$ cat config.mk
export PLATFORM = sky130hd
export DESIGN_NAME = divisor_enumerator
export DESIGN_NICKNAME = d
export VERILOG_FILES = /design/src/rtl/dive_pkg.sv /design/src/rtl/dive_div.sv /design/src/rtl/dive_front.sv /design/src/rtl/dive_engine.sv /design/src/rtl/divisor_enumerator.sv
export SDC_FILE = /design/constraint.sdc
export NUM_CORES = 1
export LEC_CHECK = 0
export BUFFER_PORTS_ARGS = -buffer_cell sky130_fd_sc_hd__buf_4
export CAP_MARGIN = 20
export CORE_UTILIZATION = 60
export CTS_CLUSTER_SIZE = 40
export DETAILED_ROUTE_END_ITERATION = 8
export PLACE_DENSITY = 0.84
export SLEW_MARGIN = 10
export SYNTH_ARGS = -nofsm -noshare
export SYNTH_HDL_FRONTEND = slang
export SYNTH_SLANG_ARGS = --single-unit
export TNS_END_PERCENT = 20
$ cat constraint.sdc
create_clock -name clock -period 7.3 [get_ports clock]
set_clock_uncertainty 0.05 [all_clocks]
set_input_delay 1.46 -clock clock [delete_from_list [all_inputs] [get_ports clock]]
set_output_delay 1.46 -clock clock [all_outputs]
set_load 0.005 [all_outputs]
$ cat src/rtl/dive_pkg.sv
// dive_pkg: shared types and constants for the divisor enumerator.
// No dependencies; used by every rtl/ file of the block except dive_div.
package dive_pkg;

   // Fixed width of the number and divisor ports.
   localparam int NUMBER_WIDTH = 13;

   // Depth of the queue between front and back (power of two).
   localparam int QUEUE_DEPTH = 2;

   // Back-end sequencer states.
   typedef enum logic [2:0] {
      ENG_IDLE,
      ENG_ASC,
      ENG_ASC_DIV,
      ENG_DESC,
      ENG_DESC_DIV,
      ENG_EMIT
   } eng_state_type;

   // Queue head status as seen by the back end.
   typedef struct packed {
      logic valid;
      logic is_zero;
   } queue_status_type;

endpackage

$ cat src/rtl/dive_div.sv
// dive_div: restoring divider, one quotient bit per cycle.
// Depends on nothing; used by dive_engine.
module dive_div #(
   parameter int NUM_BITS = 13,
   parameter int DEN_BITS = 7
) (
   input  logic                clock,
   input  logic                reset,
   input  logic                start,
   input  logic [NUM_BITS-1:0] dividend,
   input  logic [DEN_BITS-1:0] divisor,
   output logic                done,
   output logic [NUM_BITS-1:0] quotient,
   output logic [DEN_BITS-1:0] remainder
);

   localparam int CNT_BITS = $clog2(NUM_BITS + 1);

   logic                busy_ff, busy_in;
   logic                done_ff, done_in;
   logic [CNT_BITS-1:0] cnt_ff, cnt_in;
   logic [NUM_BITS-1:0] quo_ff, quo_in;
   logic [DEN_BITS-1:0] rem_ff, rem_in;
   logic [DEN_BITS-1:0] den_ff, den_in;

   logic [DEN_BITS:0]   trial;
   logic [DEN_BITS:0]   diff;
   logic                fits;

   assign trial = {rem_ff, quo_ff[NUM_BITS-1]};
   assign fits  = trial >= {1'b0, den_ff};
   assign diff  = trial - {1'b0, den_ff};

   always_comb begin
      busy_in = busy_ff;
      done_in = 1'b0;
      cnt_in  = cnt_ff;
      quo_in  = quo_ff;
      rem_in  = rem_ff;
      den_in  = den_ff;
      if (start) begin
         busy_in = 1'b1;
         cnt_in  = '0;
         quo_in  = dividend;
         rem_in  = '0;
         den_in  = divisor;
      end else if (busy_ff) begin
         rem_in = fits ? diff[DEN_BITS-1:0] : trial[DEN_BITS-1:0];
         quo_in = {quo_ff[NUM_BITS-2:0], fits};
         cnt_in = cnt_ff + CNT_BITS'(1);
         if (cnt_ff == CNT_BITS'(NUM_BITS - 1)) begin
            busy_in = 1'b0;
            done_in = 1'b1;
         end
      end
   end

   always_ff @(posedge clock) begin
      if (reset) begin
         busy_ff <= 1'b0;
         done_ff <= 1'b0;
      end else begin
         busy_ff <= busy_in;
         done_ff <= done_in;
      end
      cnt_ff <= cnt_in;
      quo_ff <= quo_in;
      rem_ff <= rem_in;
      den_ff <= den_in;
   end

   assign done      = done_ff;
   assign quotient  = quo_ff;
   assign remainder = rem_ff;

endmodule

$ cat src/rtl/dive_front.sv
// dive_front: accepts request items, masks and classifies them, queues them.
// Depends on dive_pkg.
module dive_front #(
   parameter int NUMBER_BITS = 13
) (
   input  logic                               clock,
   input  logic                               reset,
   input  logic                               req_valid,
   output logic                               req_stall,
   input  logic [dive_pkg::NUMBER_WIDTH-1:0]  req_number,
   output dive_pkg::queue_status_type         q_status,
   output logic [NUMBER_BITS-1:0]             q_number,
   input  logic                               q_pop
);

   localparam int PTR_BITS = (dive_pkg::QUEUE_DEPTH > 1) ? $clog2(dive_pkg::QUEUE_DEPTH) : 1;
   localparam int CNT_BITS = $clog2(dive_pkg::QUEUE_DEPTH + 1);

   logic [NUMBER_BITS-1:0] num_mem [dive_pkg::QUEUE_DEPTH];
   logic                   zero_mem [dive_pkg::QUEUE_DEPTH];

   logic [PTR_BITS-1:0] wr_ptr_ff, wr_ptr_in;
   logic [PTR_BITS-1:0] rd_ptr_ff, rd_ptr_in;
   logic [CNT_BITS-1:0] cnt_ff, cnt_in;

   logic [NUMBER_BITS-1:0] masked;
   logic                   push;

   // upper bits beyond NUMBER_BITS are dropped here
   assign masked    = req_number[NUMBER_BITS-1:0];
   assign req_stall = cnt_ff == CNT_BITS'(dive_pkg::QUEUE_DEPTH);
   assign push      = req_valid && !req_stall;

   always_comb begin
      wr_ptr_in = wr_ptr_ff;
      rd_ptr_in = rd_ptr_ff;
      cnt_in    = cnt_ff;
      if (push) begin
         wr_ptr_in = wr_ptr_ff + PTR_BITS'(1);
      end
      if (q_pop) begin
         rd_ptr_in = rd_ptr_ff + PTR_BITS'(1);
      end
      if (push && !q_pop) begin
         cnt_in = cnt_ff + CNT_BITS'(1);
      end else if (!push && q_pop) begin
         cnt_in = cnt_ff - CNT_BITS'(1);
      end
   end

   always_ff @(posedge clock) begin
      if (reset) begin
         wr_ptr_ff <= '0;
         rd_ptr_ff <= '0;
         cnt_ff    <= '0;
      end else begin
         wr_ptr_ff <= wr_ptr_in;
         rd_ptr_ff <= rd_ptr_in;
         cnt_ff    <= cnt_in;
      end
   end

   always_ff @(posedge clock) begin
      if (push) begin
         num_mem[wr_ptr_ff]  <= masked;
         zero_mem[wr_ptr_ff] <= masked == '0;
      end
   end

   assign q_status.valid   = cnt_ff != '0;
   assign q_status.is_zero = zero_mem[rd_ptr_ff];
   assign q_number         = num_mem[rd_ptr_ff];

endmodule

$ cat src/rtl/dive_engine.sv
// dive_engine: trial-division sequencer with output register.
// Depends on dive_pkg and dive_div.
module dive_engine #(
   parameter int NUMBER_BITS = 13
) (
   input  logic                              clock,
   input  logic                              reset,
   input  dive_pkg::queue_status_type        q_status,
   input  logic [NUMBER_BITS-1:0]            q_number,
   output logic                              q_pop,
   output logic                              rsp_valid,
   input  logic                              rsp_stall,
   output logic [dive_pkg::NUMBER_WIDTH-1:0] rsp_divisor,
   output logic                              rsp_is_last,
   output logic                              rsp_no_divisors
);

   // candidates never exceed ceil(sqrt(2^NUMBER_BITS - 1))
   localparam int CAND_BITS = NUMBER_BITS / 2 + 1;
   localparam int SQ_BITS   = 2 * CAND_BITS;

   dive_pkg::eng_state_type state_ff, state_in;
   dive_pkg::eng_state_type ret_ff, ret_in;

   logic [NUMBER_BITS-1:0] n_ff, n_in;
   logic [CAND_BITS-1:0]   cand_ff, cand_in;
   logic [NUMBER_BITS-1:0] pend_ff, pend_in;

   logic                              out_valid_ff, out_valid_in;
   logic [dive_pkg::NUMBER_WIDTH-1:0] out_div_ff, out_div_in;
   logic                              out_last_ff, out_last_in;
   logic                              out_none_ff, out_none_in;

   logic [SQ_BITS-1:0]     sq;
   logic [SQ_BITS-1:0]     n_ext;
   logic                   div_start;
   logic                   div_done;
   logic [NUMBER_BITS-1:0] div_quo;
   logic [CAND_BITS-1:0]   div_rem;
   logic                   out_free;

   assign sq       = SQ_BITS'(cand_ff) * SQ_BITS'(cand_ff);
   assign n_ext    = SQ_BITS'(n_ff);
   assign out_free = !out_valid_ff || !rsp_stall;

   dive_div #(
      .NUM_BITS (NUMBER_BITS),
      .DEN_BITS (CAND_BITS)
   ) u_div (
      .clock     (clock),
      .reset     (reset),
      .start     (div_start),
      .dividend  (n_ff),
      .divisor   (cand_ff),
      .done      (div_done),
      .quotient  (div_quo),
      .remainder (div_rem)
   );

   always_comb begin
      state_in     = state_ff;
      ret_in       = ret_ff;
      n_in         = n_ff;
      cand_in      = cand_ff;
      pend_in      = pend_ff;
      q_pop        = 1'b0;
      div_start    = 1'b0;
      out_valid_in = out_valid_ff && rsp_stall;
      out_div_in   = out_div_ff;
      out_last_in  = out_last_ff;
      out_none_in  = out_none_ff;

      unique case (state_ff)
         dive_pkg::ENG_IDLE: begin
            if (q_status.valid) begin
               q_pop = 1'b1;
               n_in  = q_number;
               if (q_status.is_zero) begin
                  pend_in  = '0;
                  ret_in   = dive_pkg::ENG_IDLE;
                  state_in = dive_pkg::ENG_EMIT;
               end else begin
                  cand_in  = CAND_BITS'(1);
                  state_in = dive_pkg::ENG_ASC;
               end
            end
         end
         dive_pkg::ENG_ASC: begin
            priority if (sq < n_ext) begin
               div_start = 1'b1;
               state_in  = dive_pkg::ENG_ASC_DIV;
            end else if (sq == n_ext) begin
               // exact square root, emitted once
               pend_in  = NUMBER_BITS'(cand_ff);
               cand_in  = cand_ff - CAND_BITS'(1);
               ret_in   = dive_pkg::ENG_DESC;
               state_in = dive_pkg::ENG_EMIT;
            end else begin
               cand_in  = cand_ff - CAND_BITS'(1);
               state_in = dive_pkg::ENG_DESC;
            end
         end
         dive_pkg::ENG_ASC_DIV: begin
            if (div_done) begin
               cand_in = cand_ff + CAND_BITS'(1);
               if (div_rem == '0) begin
                  pend_in  = NUMBER_BITS'(cand_ff);
                  ret_in   = dive_pkg::ENG_ASC;
                  state_in = dive_pkg::ENG_EMIT;
               end else begin
                  state_in = dive_pkg::ENG_ASC;
               end
            end
         end
         dive_pkg::ENG_DESC: begin
            if (cand_ff == '0) begin
               state_in = dive_pkg::ENG_IDLE;
            end else begin
               div_start = 1'b1;
               state_in  = dive_pkg::ENG_DESC_DIV;
            end
         end
         dive_pkg::ENG_DESC_DIV: begin
            if (div_done) begin
               cand_in = cand_ff - CAND_BITS'(1);
               if (div_rem == '0) begin
                  pend_in  = div_quo;
                  ret_in   = dive_pkg::ENG_DESC;
                  state_in = dive_pkg::ENG_EMIT;
               end else begin
                  state_in = dive_pkg::ENG_DESC;
               end
            end
         end
         dive_pkg::ENG_EMIT: begin
            if (out_free) begin
               // the number itself is always the final divisor; zero gives 0 == 0
               out_valid_in = 1'b1;
               out_div_in   = dive_pkg::NUMBER_WIDTH'(pend_ff);
               out_last_in  = pend_ff == n_ff;
               out_none_in  = n_ff == '0;
               state_in     = ret_ff;
            end
         end
         default: begin
            state_in = dive_pkg::ENG_IDLE;
         end
      endcase
   end

   always_ff @(posedge clock) begin
      if (reset) begin
         state_ff     <= dive_pkg::ENG_IDLE;
         ret_ff       <= dive_pkg::ENG_IDLE;
         out_valid_ff <= 1'b0;
      end else begin
         state_ff     <= state_in;
         ret_ff       <= ret_in;
         out_valid_ff <= out_valid_in;
      end
      n_ff        <= n_in;
      cand_ff     <= cand_in;
      pend_ff     <= pend_in;
      out_div_ff  <= out_div_in;
      out_last_ff <= out_last_in;
      out_none_ff <= out_none_in;
   end

   assign rsp_valid       = out_valid_ff;
   assign rsp_divisor     = out_div_ff;
   assign rsp_is_last     = out_last_ff;
   assign rsp_no_divisors = out_none_ff;

endmodule

$ cat src/rtl/divisor_enumerator.sv
// divisor_enumerator: lists all divisors of a number in ascending order.
// Depends on dive_pkg, dive_front, dive_engine (and dive_div below it).
//
//   channel | ports                                          | dir | meaning
//   --------+------------------------------------------------+-----+--------------------------
//   req     | req_valid, req_stall, req_number[12:0]         | in  | one number per item
//   rsp     | rsp_valid, rsp_stall, rsp_divisor[12:0],       | out | one divisor per item,
//           | rsp_is_last, rsp_no_divisors                   |     | last one flagged
//
// Trials: each trial division runs in the shared bit-serial divider; a
//   nonzero number n costs 2*(ceil(sqrt(n)) - 1) trials plus one emit step
//   per emitted divisor, which waits while the output register is stalled.
//   A zero input gives its single empty item with no trials.
// Reset: synchronous, active high; clears the queue, the sequencer and rsp_valid.
// Stalls: a two-entry queue lets req keep flowing while the back end works;
//   rsp_stall only holds the output register and freezes the sequencer at emit.
module divisor_enumerator #(
   parameter int NUMBER_BITS = 13
) (
   input  logic                              clock,
   input  logic                              reset,
   input  logic                              req_valid,
   output logic                              req_stall,
   input  logic [dive_pkg::NUMBER_WIDTH-1:0] req_number,
   output logic                              rsp_valid,
   input  logic                              rsp_stall,
   output logic [dive_pkg::NUMBER_WIDTH-1:0] rsp_divisor,
   output logic                              rsp_is_last,
   output logic                              rsp_no_divisors
);

   // queue head seen by the back end
   dive_pkg::queue_status_type q_status;
   logic [NUMBER_BITS-1:0]     q_number;
   logic                       q_pop;

   // front: masks to NUMBER_BITS, flags zero, queues the item
   dive_front #(
      .NUMBER_BITS (NUMBER_BITS)
   ) u_front (
      .clock      (clock),
      .reset      (reset),
      .req_valid  (req_valid),
      .req_stall  (req_stall),
      .req_number (req_number),
      .q_status   (q_status),
      .q_number   (q_number),
      .q_pop      (q_pop)
   );

   // back: ascending trials, square root, descending cofactors
   dive_engine #(
      .NUMBER_BITS (NUMBER_BITS)
   ) u_engine (
      .clock           (clock),
      .reset           (reset),
      .q_status        (q_status),
      .q_number        (q_number),
      .q_pop           (q_pop),
      .rsp_valid       (rsp_valid),
      .rsp_stall       (rsp_stall),
      .rsp_divisor     (rsp_divisor),
      .rsp_is_last     (rsp_is_last),
      .rsp_no_divisors (rsp_no_divisors)
   );

endmodule

==> impl_summary.log, run 1 <==
[metrics] result of the run: complete, no violations
[metrics] via density per instance: roughly 6.3
[metrics] worst-case clock buffer depth: 2
[metrics] Hold Buf Count CTS: 0
[metrics] area grow syn2layout: 12.62%
[metrics] setup repair after global routing missed its margin: false
[metrics] area enclosed by the die boundary: around 13,000 µm²
[metrics] Hold/Removal Path Class: flip-flop to flip-flop
[metrics] number of remaining DRC errors: 0
[metrics] vias in the first global route: 5,547
[metrics] crit path capture type: flip-flop
[metrics] share of cells above drive strength 1: 13.75%
[metrics] arrival time at the worst endpoint: 6.73 ns
[metrics] CTS tree: yes
[metrics] count of flip-flops with a built-in enable after synthesis: 96
[metrics] FF-to-FF setup slack: 0.57 ns
[metrics] buffer count from post-CTS setup fixing: 0
[metrics] final worst setup slack: 0.5670 ns
[metrics] number of levels the H-tree was split into: 4
[metrics] Final Cycle Share: 92.23%
[metrics] largest net degree at the start of global routing: 41
[metrics] Skew-Pair Late Insertion Delay: 0.42 ns
[metrics] placement row count: 40
[metrics] Data required, critical path: 7.30 ns
[metrics] cts repair resizes: 0
[metrics] core box area: 12,160 µm²
[metrics] number of maximum-capacitance violations: 0
[metrics] diode count: 0
[metrics] shortest clock period the worst path allows after layout: slightly below 7 ns
[metrics] global-route wire length before repair: 28,370 µm
[metrics] total wirelength of the detailed-routed design: 17,810 µm
[metrics] Max Clk Rate: 0.1485 GHz
[metrics] largest fanout on the critical path: 13
[metrics] net count of the finished layout: 841
[metrics] synthesis warning total: 0
[metrics] GRT Total Usage: 29.14%
[metrics] Reg-to-Reg End: u_engine.u_div.quotient[12]$_DFFE_PP_
[metrics] number of port buffers: 33
[metrics] Worst Hold End: u_engine.rsp_divisor[5]$_DFFE_PP_
[metrics] total buffers and inverters traversed by the critical path: 3
[metrics] Largest delay share family, worst path: adder cells
[metrics] measured slew at the worst slew-check pin: 1.084 ns
[metrics] Finish-stage setup viols: 0
[metrics] hold path cells: 0
[metrics] final RePlAce weighted congestion: 0.9444
[metrics] startpoint of the lowest-slack hold path: u_engine.pend_ff[5]$_DFFE_PP_
[metrics] Primary FF master, synth: edfxtp_1
[metrics] headroom to the max-slew limit: about 28%
[metrics] biggest cell delay along the critical path: around 0.58 ns
[metrics] cell count after synthesis: about 730
[metrics] DR vias: 5,902
[metrics] number of unique standard cell types used by synthesis: 67
[metrics] sequential element share of the synthesized area: 44.47%
[metrics] cell at the root of the clock tree: clkbuf_16
[metrics] kind of start point of the critical path: flip-flop
[metrics] clock input transition at the sequential cells of the worst setup and hold paths: 0.05 ns
[metrics] number of antenna-violating nets in the routed design: 0
[metrics] Wirelength per Cell: 18.97 µm
[metrics] count of boundary I/O pins: 34
[metrics] antenna violations before repair: 0
[metrics] number of cells traversed by the worst register-to-register path: 21
[metrics] final hold violation count: 0
[metrics] Crit Path Class: flip-flop to flip-flop
[metrics] y dimension of the die: 114.3 µm
[metrics] Syn Std Cell Area: 7562 µm²
[metrics] asr flop ratio synth: 0%
[metrics] post-detailed-placement half-perimeter wirelength: approximately 13,000 µm
[metrics] DP Cell Count: slightly above 900
[metrics] worst slack at placement: 0.6577 ns
[metrics] worst path cell trace: ha_1 > xor2_1 > fa_1 > inv_1 > fa_1 > inv_1 > fa_1 > inv_1 > ha_1 > nand2_1 > a21oi_1 > o31ai_1 > or4b_1 > o211ai_1 > ha_1 > nand3_1 > a211o_1 > nand3_1 > or2_1 > a211oi_2 > or3_1
[metrics] post-layout instance count excluding filler cells: 939
[metrics] Final Slew Violations: 0
[metrics] mean cell area of the mapped netlist: 10.30 µm²
[metrics] Chip Width: around 110 µm
[metrics] initial DRC count: 575
[metrics] beginning of the worst register-to-register path: u_engine.cand_ff[3]$_SDFFCE_PN0P_
[metrics] count of state elements after synthesis: 120
[metrics] highest-delay cell along the critical path: edfxtp_1
[metrics] CTS sink count: 120
[metrics] Setup TNS: 0 ns
[metrics] first-pass detailed-route iteration total: 5
[metrics] starting density of the core: ~62%
[metrics] global-route congestion overflow total: 0
[metrics] Net Count, Synth: 817
[metrics] number of clock buffers inserted by TritonCTS: 17
[registers in the layout (all words and copies together), names as in the netlist, 4 cells and up, named ones only]
signal                    flops
u_engine.u_div.den_ff         7
u_engine.cand_ff              7
u_engine.u_div.cnt_ff         4
u_engine.pend_ff             13
u_engine.u_div.remainder      7
u_engine.u_div.quotient      13
u_engine.rsp_divisor         13
u_engine.n_ff                13
u_front.num_mem              26
[cell type report]
type / instances / area, µm²
clock inverters: 14 / 132.6
inverters: 63 / 236.5
well taps: 168 / 210.2
flip-flops and latches: 120 / 3363
repair buffers: 47 / 352.8
multi-input cells: 509 / 3792
fillers: 884 / 3645
clock buffers: 18 / 429.2
[per-layer routing]
layer / vias up / wire length (µm) / part of all wire [%] / track usage, %
li1: 2745 / - / - / -
met1: 2816 / 7053 / 40 / 35.85
met2: 286 / 8628 / 48 / 48.04
met3: 55 / 1473 / 8.3 / 7.676
met4: 0 / 654 / 3.7 / 13.68
met5: - / 0 / 0 / 0
[synthesized netlist by cell type (3+ instances only)]
master,number,area (µm²)
nor4_1,12,75.07
o211ai_1,7,52.55
o21ai_0,24,120.1
nor3_1,19,95.09
fa_1,15,300.3
or3_1,4,25.02
a21oi_1,27,135.1
dfxtp_1,24,480.5
inv_1,63,236.5
nor2b_1,9,56.30
edfxtp_1,96,2883
clkbuf_1,26,97.59
o2111ai_1,12,105.1
a211oi_1,5,37.54
a211o_1,3,26.28
xnor2_1,24,210.2
o21ai_1,9,45.04
nor2_1,35,131.4
a22oi_1,7,52.55
or2_1,3,18.77
mux2i_1,8,80.08
mux2_2,14,157.7
xor2_1,17,148.9
o31ai_1,3,22.52
a2111oi_0,4,35.03
nand2b_1,7,43.79
o21a_1,4,30.03
o21bai_1,3,22.52
a21o_1,4,30.03
nand2_1,59,221.5
o22ai_1,3,18.77
nand4_1,23,143.9
a31oi_1,15,93.84
and2_1,13,81.33
buf_2,12,60.06
nand3_1,20,100.1
ha_1,51,638.1
and3_1,12,75.07
[cells in the final DEF, fill, tap and decap left out, types with 9 or more instances in the layout]
cell       synthesis  routed
edfxtp_1          96      96
inv_1             63      63
nand2_1           59      59
ha_1              51      51
buf_4              2      47
nor2_1            35      35
a21oi_1           27      27
xnor2_1           24      24
o21ai_0           24      24
dfxtp_1           24      24
nand4_1           23      23
nand3_1           20      20
nor3_1            19      18
xor2_1            17      17
clkbuf_16          0      17
a31oi_1           15      15
fa_1              15      15
mux2_2            14      14
and2_1            13      13
and3_1            12      12
nor4_1            12      12
o2111ai_1         12      12
o21ai_1            9       9
nor2b_1            9       9
[kinds of logic (layout without fill, tap and decap cells)]
group	after synthesis	count (layout)	synth area share, %
buffers and inverters	105	142	5.609
adders and majority gates	66	66	12.41
AOI/OAI and AO/OA	152	152	14.10
muxes	22	22	3.144
and+or+nand+nor	228	228	15.52
xor gates and xnor gates	41	41	4.748
DFF	120	120	44.47
[how the worst max path moves through the flow]
stage          slack, ns                              start                                     to  cells after the start
6_report            0.57  u_engine.cand_ff[3]$_SDFFCE_PN0P_  u_engine.u_div.quotient[12]$_DFFE_PP_                     21
2_1_floorplan       0.96  u_engine.cand_ff[5]$_SDFFCE_PN0P_          u_engine.pend_ff[0]$_DFFE_PP_                     24
5_1_grt             0.28  u_engine.cand_ff[3]$_SDFFCE_PN0P_  u_engine.u_div.quotient[12]$_DFFE_PP_                     21
3_5_place_dp        0.66  u_engine.cand_ff[3]$_SDFFCE_PN0P_  u_engine.u_div.quotient[11]$_DFFE_PP_                     21
4_1_cts             0.63  u_engine.cand_ff[3]$_SDFFCE_PN0P_   u_engine.u_div.quotient[1]$_DFFE_PP_                     21
3_3_place_gp        0.87  u_engine.cand_ff[3]$_SDFFCE_PN0P_  u_engine.u_div.quotient[10]$_DFFE_PP_                     21
[through the flow]
step,util [%],hold WS (ns),cell area [µm²]
finish,70.03,0.4210,8517
global route,70.03,0.4269,8517
CTS,69.97,0.4201,8509
detailed placement,65.35,0.4095,7948
global placement,65.35,0.4116,7948
floorplan,-,0.3973,7562
Power of run 1 is not shown: default switching activity piles up to over one toggle a cycle in this logic, so the estimate is an artifact.
==> run 2, diff against run 1 <==
--- a/config.mk
+++ b/config.mk
@@ -10,7 +10,7 @@
 export CORE_UTILIZATION = 60
 export CTS_CLUSTER_SIZE = 40
 export DETAILED_ROUTE_END_ITERATION = 8
-export PLACE_DENSITY = 0.84
+export PLACE_DENSITY = 0.78
 export SLEW_MARGIN = 10
 export SYNTH_ARGS = -nofsm -noshare
 export SYNTH_HDL_FRONTEND = slang
==> run 2 against run 1 <==
First-iteration DRC count rose by 14%. Largest cell class unchanged. Utilization up 0.51 points. Critical endpoint is now u_engine.u_div.quotient[9]$_DFFE_PP_. Wire length grew 2.9%.
==> impl_summary.log, run 2 (synthesis gave the netlist of run 1 again) <==
[metrics] result of the run: complete, no violations
[metrics] final design area excluding fillers: 8579 µm² (+0.73%)
[metrics] Worst Hold End: u_engine.rsp_divisor[4]$_DFFE_PP_
[metrics] Final Slew Violations: 0 (unchanged)
[metrics] crit path capture type: flip-flop
[metrics] first-pass detailed-route iteration total: 5 (unchanged)
[metrics] area enclosed by the die boundary: 13,060 µm² (unchanged)
[metrics] Skew-Pair Late Insertion Delay: 0.42 ns (about the same)
[metrics] largest net degree at the start of global routing: 41 (unchanged)
[metrics] clock input transition at the sequential cells of the worst setup and hold paths: 0.06 ns (about the same)
[metrics] Largest delay share family, worst path: adder cells
[metrics] number of port buffers: 33 (unchanged)
[metrics] area grow syn2layout: 13.45%
[metrics] shortest clock period the worst path allows after layout: 6.751 ns (+0.01752 ns)
[metrics] number of clock buffers inserted by TritonCTS: 17 (unchanged)
[metrics] number of cells traversed by the worst register-to-register path: 23 (+9.5%)
[metrics] Final Cycle Share: 92.47% (+0.24 points)
[metrics] setup repair after global routing missed its margin: false
[metrics] library cell appearing most often on the critical path: inv_1
[metrics] measured slew at the worst slew-check pin: 1.064 ns (-0.01956 ns)
[metrics] antenna violations before repair: 0 (unchanged)
[metrics] post-detailed-placement half-perimeter wirelength: 12,650 µm (+0.11%)
[metrics] headroom to the max-slew limit: 28.86% (+1.3 points)
[metrics] CTS tree: yes
[metrics] Layout fillers: 897 (+1.5%)
[metrics] Data required, critical path: 7.30 ns (about the same)
[metrics] cts repair resizes: 0 (unchanged)
[metrics] worst path cell trace: nand2_1 > xor2_1 > ha_1 > inv_1 > fa_1 > inv_1 > fa_1 > inv_1 > fa_1 > inv_1 > ha_1 > nand2_1 > a21oi_1 > o31ai_1 > or4b_1 > o211ai_1 > ha_1 > nand3_1 > a211o_1 > nand3_1 > or2_1 > a211oi_2 > or3_1
[metrics] most common library cell in the layout ignoring fill and taps: edfxtp_1
[metrics] Hold/Removal Path Class: flip-flop to flip-flop
[metrics] core box area: 12,160 µm² (unchanged)
[metrics] share of cells above drive strength 1: 14.38% (+0.63 points)
[metrics] post-route core utilization: 70.55% (+0.51 points)
[metrics] FF-to-FF setup slack: 0.55 ns (-0.02 ns)
[metrics] Max Clk Rate: 0.1481 GHz (-0.26%)
[metrics] number of levels the H-tree was split into: 4 (unchanged)
[metrics] final hold violation count: 0 (unchanged)
[metrics] hold path cells: 0 (unchanged)
[metrics] GRT Total Usage: 30.39% (+1.2 points)
[metrics] dpl cell area: 7966 µm² (+0.24%)
[metrics] number of maximum-capacitance violations: 0 (unchanged)
[metrics] biggest cell delay along the critical path: 0.59 ns (about the same)
[metrics] Reg-to-Reg End: u_engine.u_div.quotient[9]$_DFFE_PP_
[metrics] number of flip-flops in the largest register: 26 (unchanged)
[metrics] register name with the most flops: u_front.num_mem
[metrics] most used cells in the layout excluding fill and tap cells: edfxtp_1 (96), inv_1 (63), nand2_1 (59)
[metrics] number of remaining DRC errors: 0 (unchanged)
[metrics] count of boundary I/O pins: 34 (unchanged)
[metrics] Hold Buf Count CTS: 0 (unchanged)
[metrics] Crit Path Class: flip-flop to flip-flop
[metrics] buffer count from post-CTS setup fixing: 0 (unchanged)
[metrics] final RePlAce weighted congestion: 0.9220 (-2.4%)
[metrics] startpoint of the worst setup timing path: u_engine.cand_ff[6]$_SDFFCE_PN0P_
[metrics] largest fanout on the critical path: 13 (unchanged)
[metrics] Finish-stage setup viols: 0 (unchanged)
[metrics] startpoint of the lowest-slack hold path: u_engine.pend_ff[4]$_DFFE_PP_
[metrics] total buffers and inverters traversed by the critical path: 4 (+1)
[metrics] highest-delay cell along the critical path: edfxtp_1
[metrics] cell at the root of the clock tree: clkbuf_16
[metrics] number of antenna-violating nets in the routed design: 0 (unchanged)
[metrics] vias in the first global route: 5,849 (+5.4%)
[metrics] diode count: 0 (unchanged)
[metrics] Chip Width: 114.3 µm (unchanged)
[metrics] via density per instance: 6.299 (+0.22%)
[metrics] kind of start point of the critical path: flip-flop
[metrics] total wirelength of the detailed-routed design: 18,320 µm (+2.9%)
[metrics] arrival time at the worst endpoint: 6.75 ns (+0.02 ns)
[metrics] Setup TNS: 0 ns (unchanged)
[metrics] global-route wire length before repair: 30,130 µm (+6.2%)
[metrics] global-route congestion overflow total: 0 (unchanged)
[metrics] placement row count: 40 (unchanged)
[metrics] initial DRC count: 656 (+14%)
[metrics] y dimension of the die: 114.3 µm (unchanged)
[metrics] DR vias: 5,921 (+0.32%)
[metrics] worst-case clock buffer depth: 2 (unchanged)
[metrics] Levels on crit path: 23 (+9.5%)
[metrics] starting density of the core: 62.18% (unchanged)
[metrics] Wirelength per Cell: 19.49 µm (+2.8%)
[metrics] net count of the finished layout: 842 (+0.12%)
[metrics] CTS sink count: 120 (unchanged)
[metrics] beginning of the worst register-to-register path: u_engine.cand_ff[6]$_SDFFCE_PN0P_
## run 2: changes by cell type in the layout (fill, tap and decap cells not counted)
| cell | previous run | this run |
|---|---|---|
| clkinvlp_4 | 5 | 3 |
| clkinv_1 | 3 | 0 |
| clkbuf_8 | 0 | 1 |
| inv_8 | 0 | 1 |
| bufinv_16 | 2 | 3 |
| clkbuf_1 | 1 | 0 |
| clkinv_4 | 0 | 3 |
| buf_6 | 0 | 1 |
## run 2: layout make-up
type | count | area [µm²] | area share, %
Clock inverter | 14 | 173.9 | 2.027
Timing Repair Buffer | 48 | 364.1 | 4.244
Multi-Input combinational cell | 509 | 3792 | 44.20
Inverter | 63 | 236.5 | 2.756
Tap cell | 168 | 210.2 | 2.450
Clock buffer | 18 | 439.2 | 5.119
Sequential cell | 120 | 3363 | 39.20
## run 2: stage by stage
stage	hold WS (ns)	setup WS, ns	cells
CTS	0.4289	0.5878	940
finish	0.4271	0.5495	940
floorplan	0.3973	0.9590	734
global route	0.4425	0.1687	940
detailed placement	0.4150	0.7980	908
global placement	0.4148	0.8742	907
## run 2: routing by layer
| metal | up-vias | track usage (%) | routed length [µm] |
|---|---|---|---|
| li1 | 2747 | - | - |
| met1 | 2848 | 39.36 | 7630 |
| met2 | 279 | 49.37 | 8830 |
| met3 | 47 | 6.988 | 1376 |
| met4 | 0 | 12.38 | 486 |
| met5 | - | 0 | 0 |
## run 2: worst register-to-register path: stages, from the launching register on
cell,delay (ns)
edfxtp_1,0.59
nand2_1,0.19
xor2_1,0.18
ha_1,0.27
inv_1,0.05
fa_1,0.52
inv_1,0.05
fa_1,0.52
inv_1,0.05
fa_1,0.50
inv_1,0.04
ha_1,0.35
nand2_1,0.09
a21oi_1,0.05
o31ai_1,0.44
or4b_1,0.49
o211ai_1,0.11
ha_1,0.28
nand3_1,0.15
a211o_1,0.14
nand3_1,0.13
or2_1,0.32
a211oi_2,0.27
or3_1,0.54
## run 2: how the worst max path moves through the flow
stage / end / slack [ns]
2_1_floorplan: u_engine.pend_ff[0]$_DFFE_PP_ / 0.96
3_3_place_gp: u_engine.u_div.quotient[8]$_DFFE_PP_ / 0.87
3_5_place_dp: u_engine.u_div.quotient[10]$_DFFE_PP_ / 0.80
4_1_cts: u_engine.u_div.quotient[9]$_DFFE_PP_ / 0.59
5_1_grt: u_engine.u_div.quotient[8]$_DFFE_PP_ / 0.17
6_report: u_engine.u_div.quotient[9]$_DFFE_PP_ / 0.55
Power of run 2 is left out for the same reason.
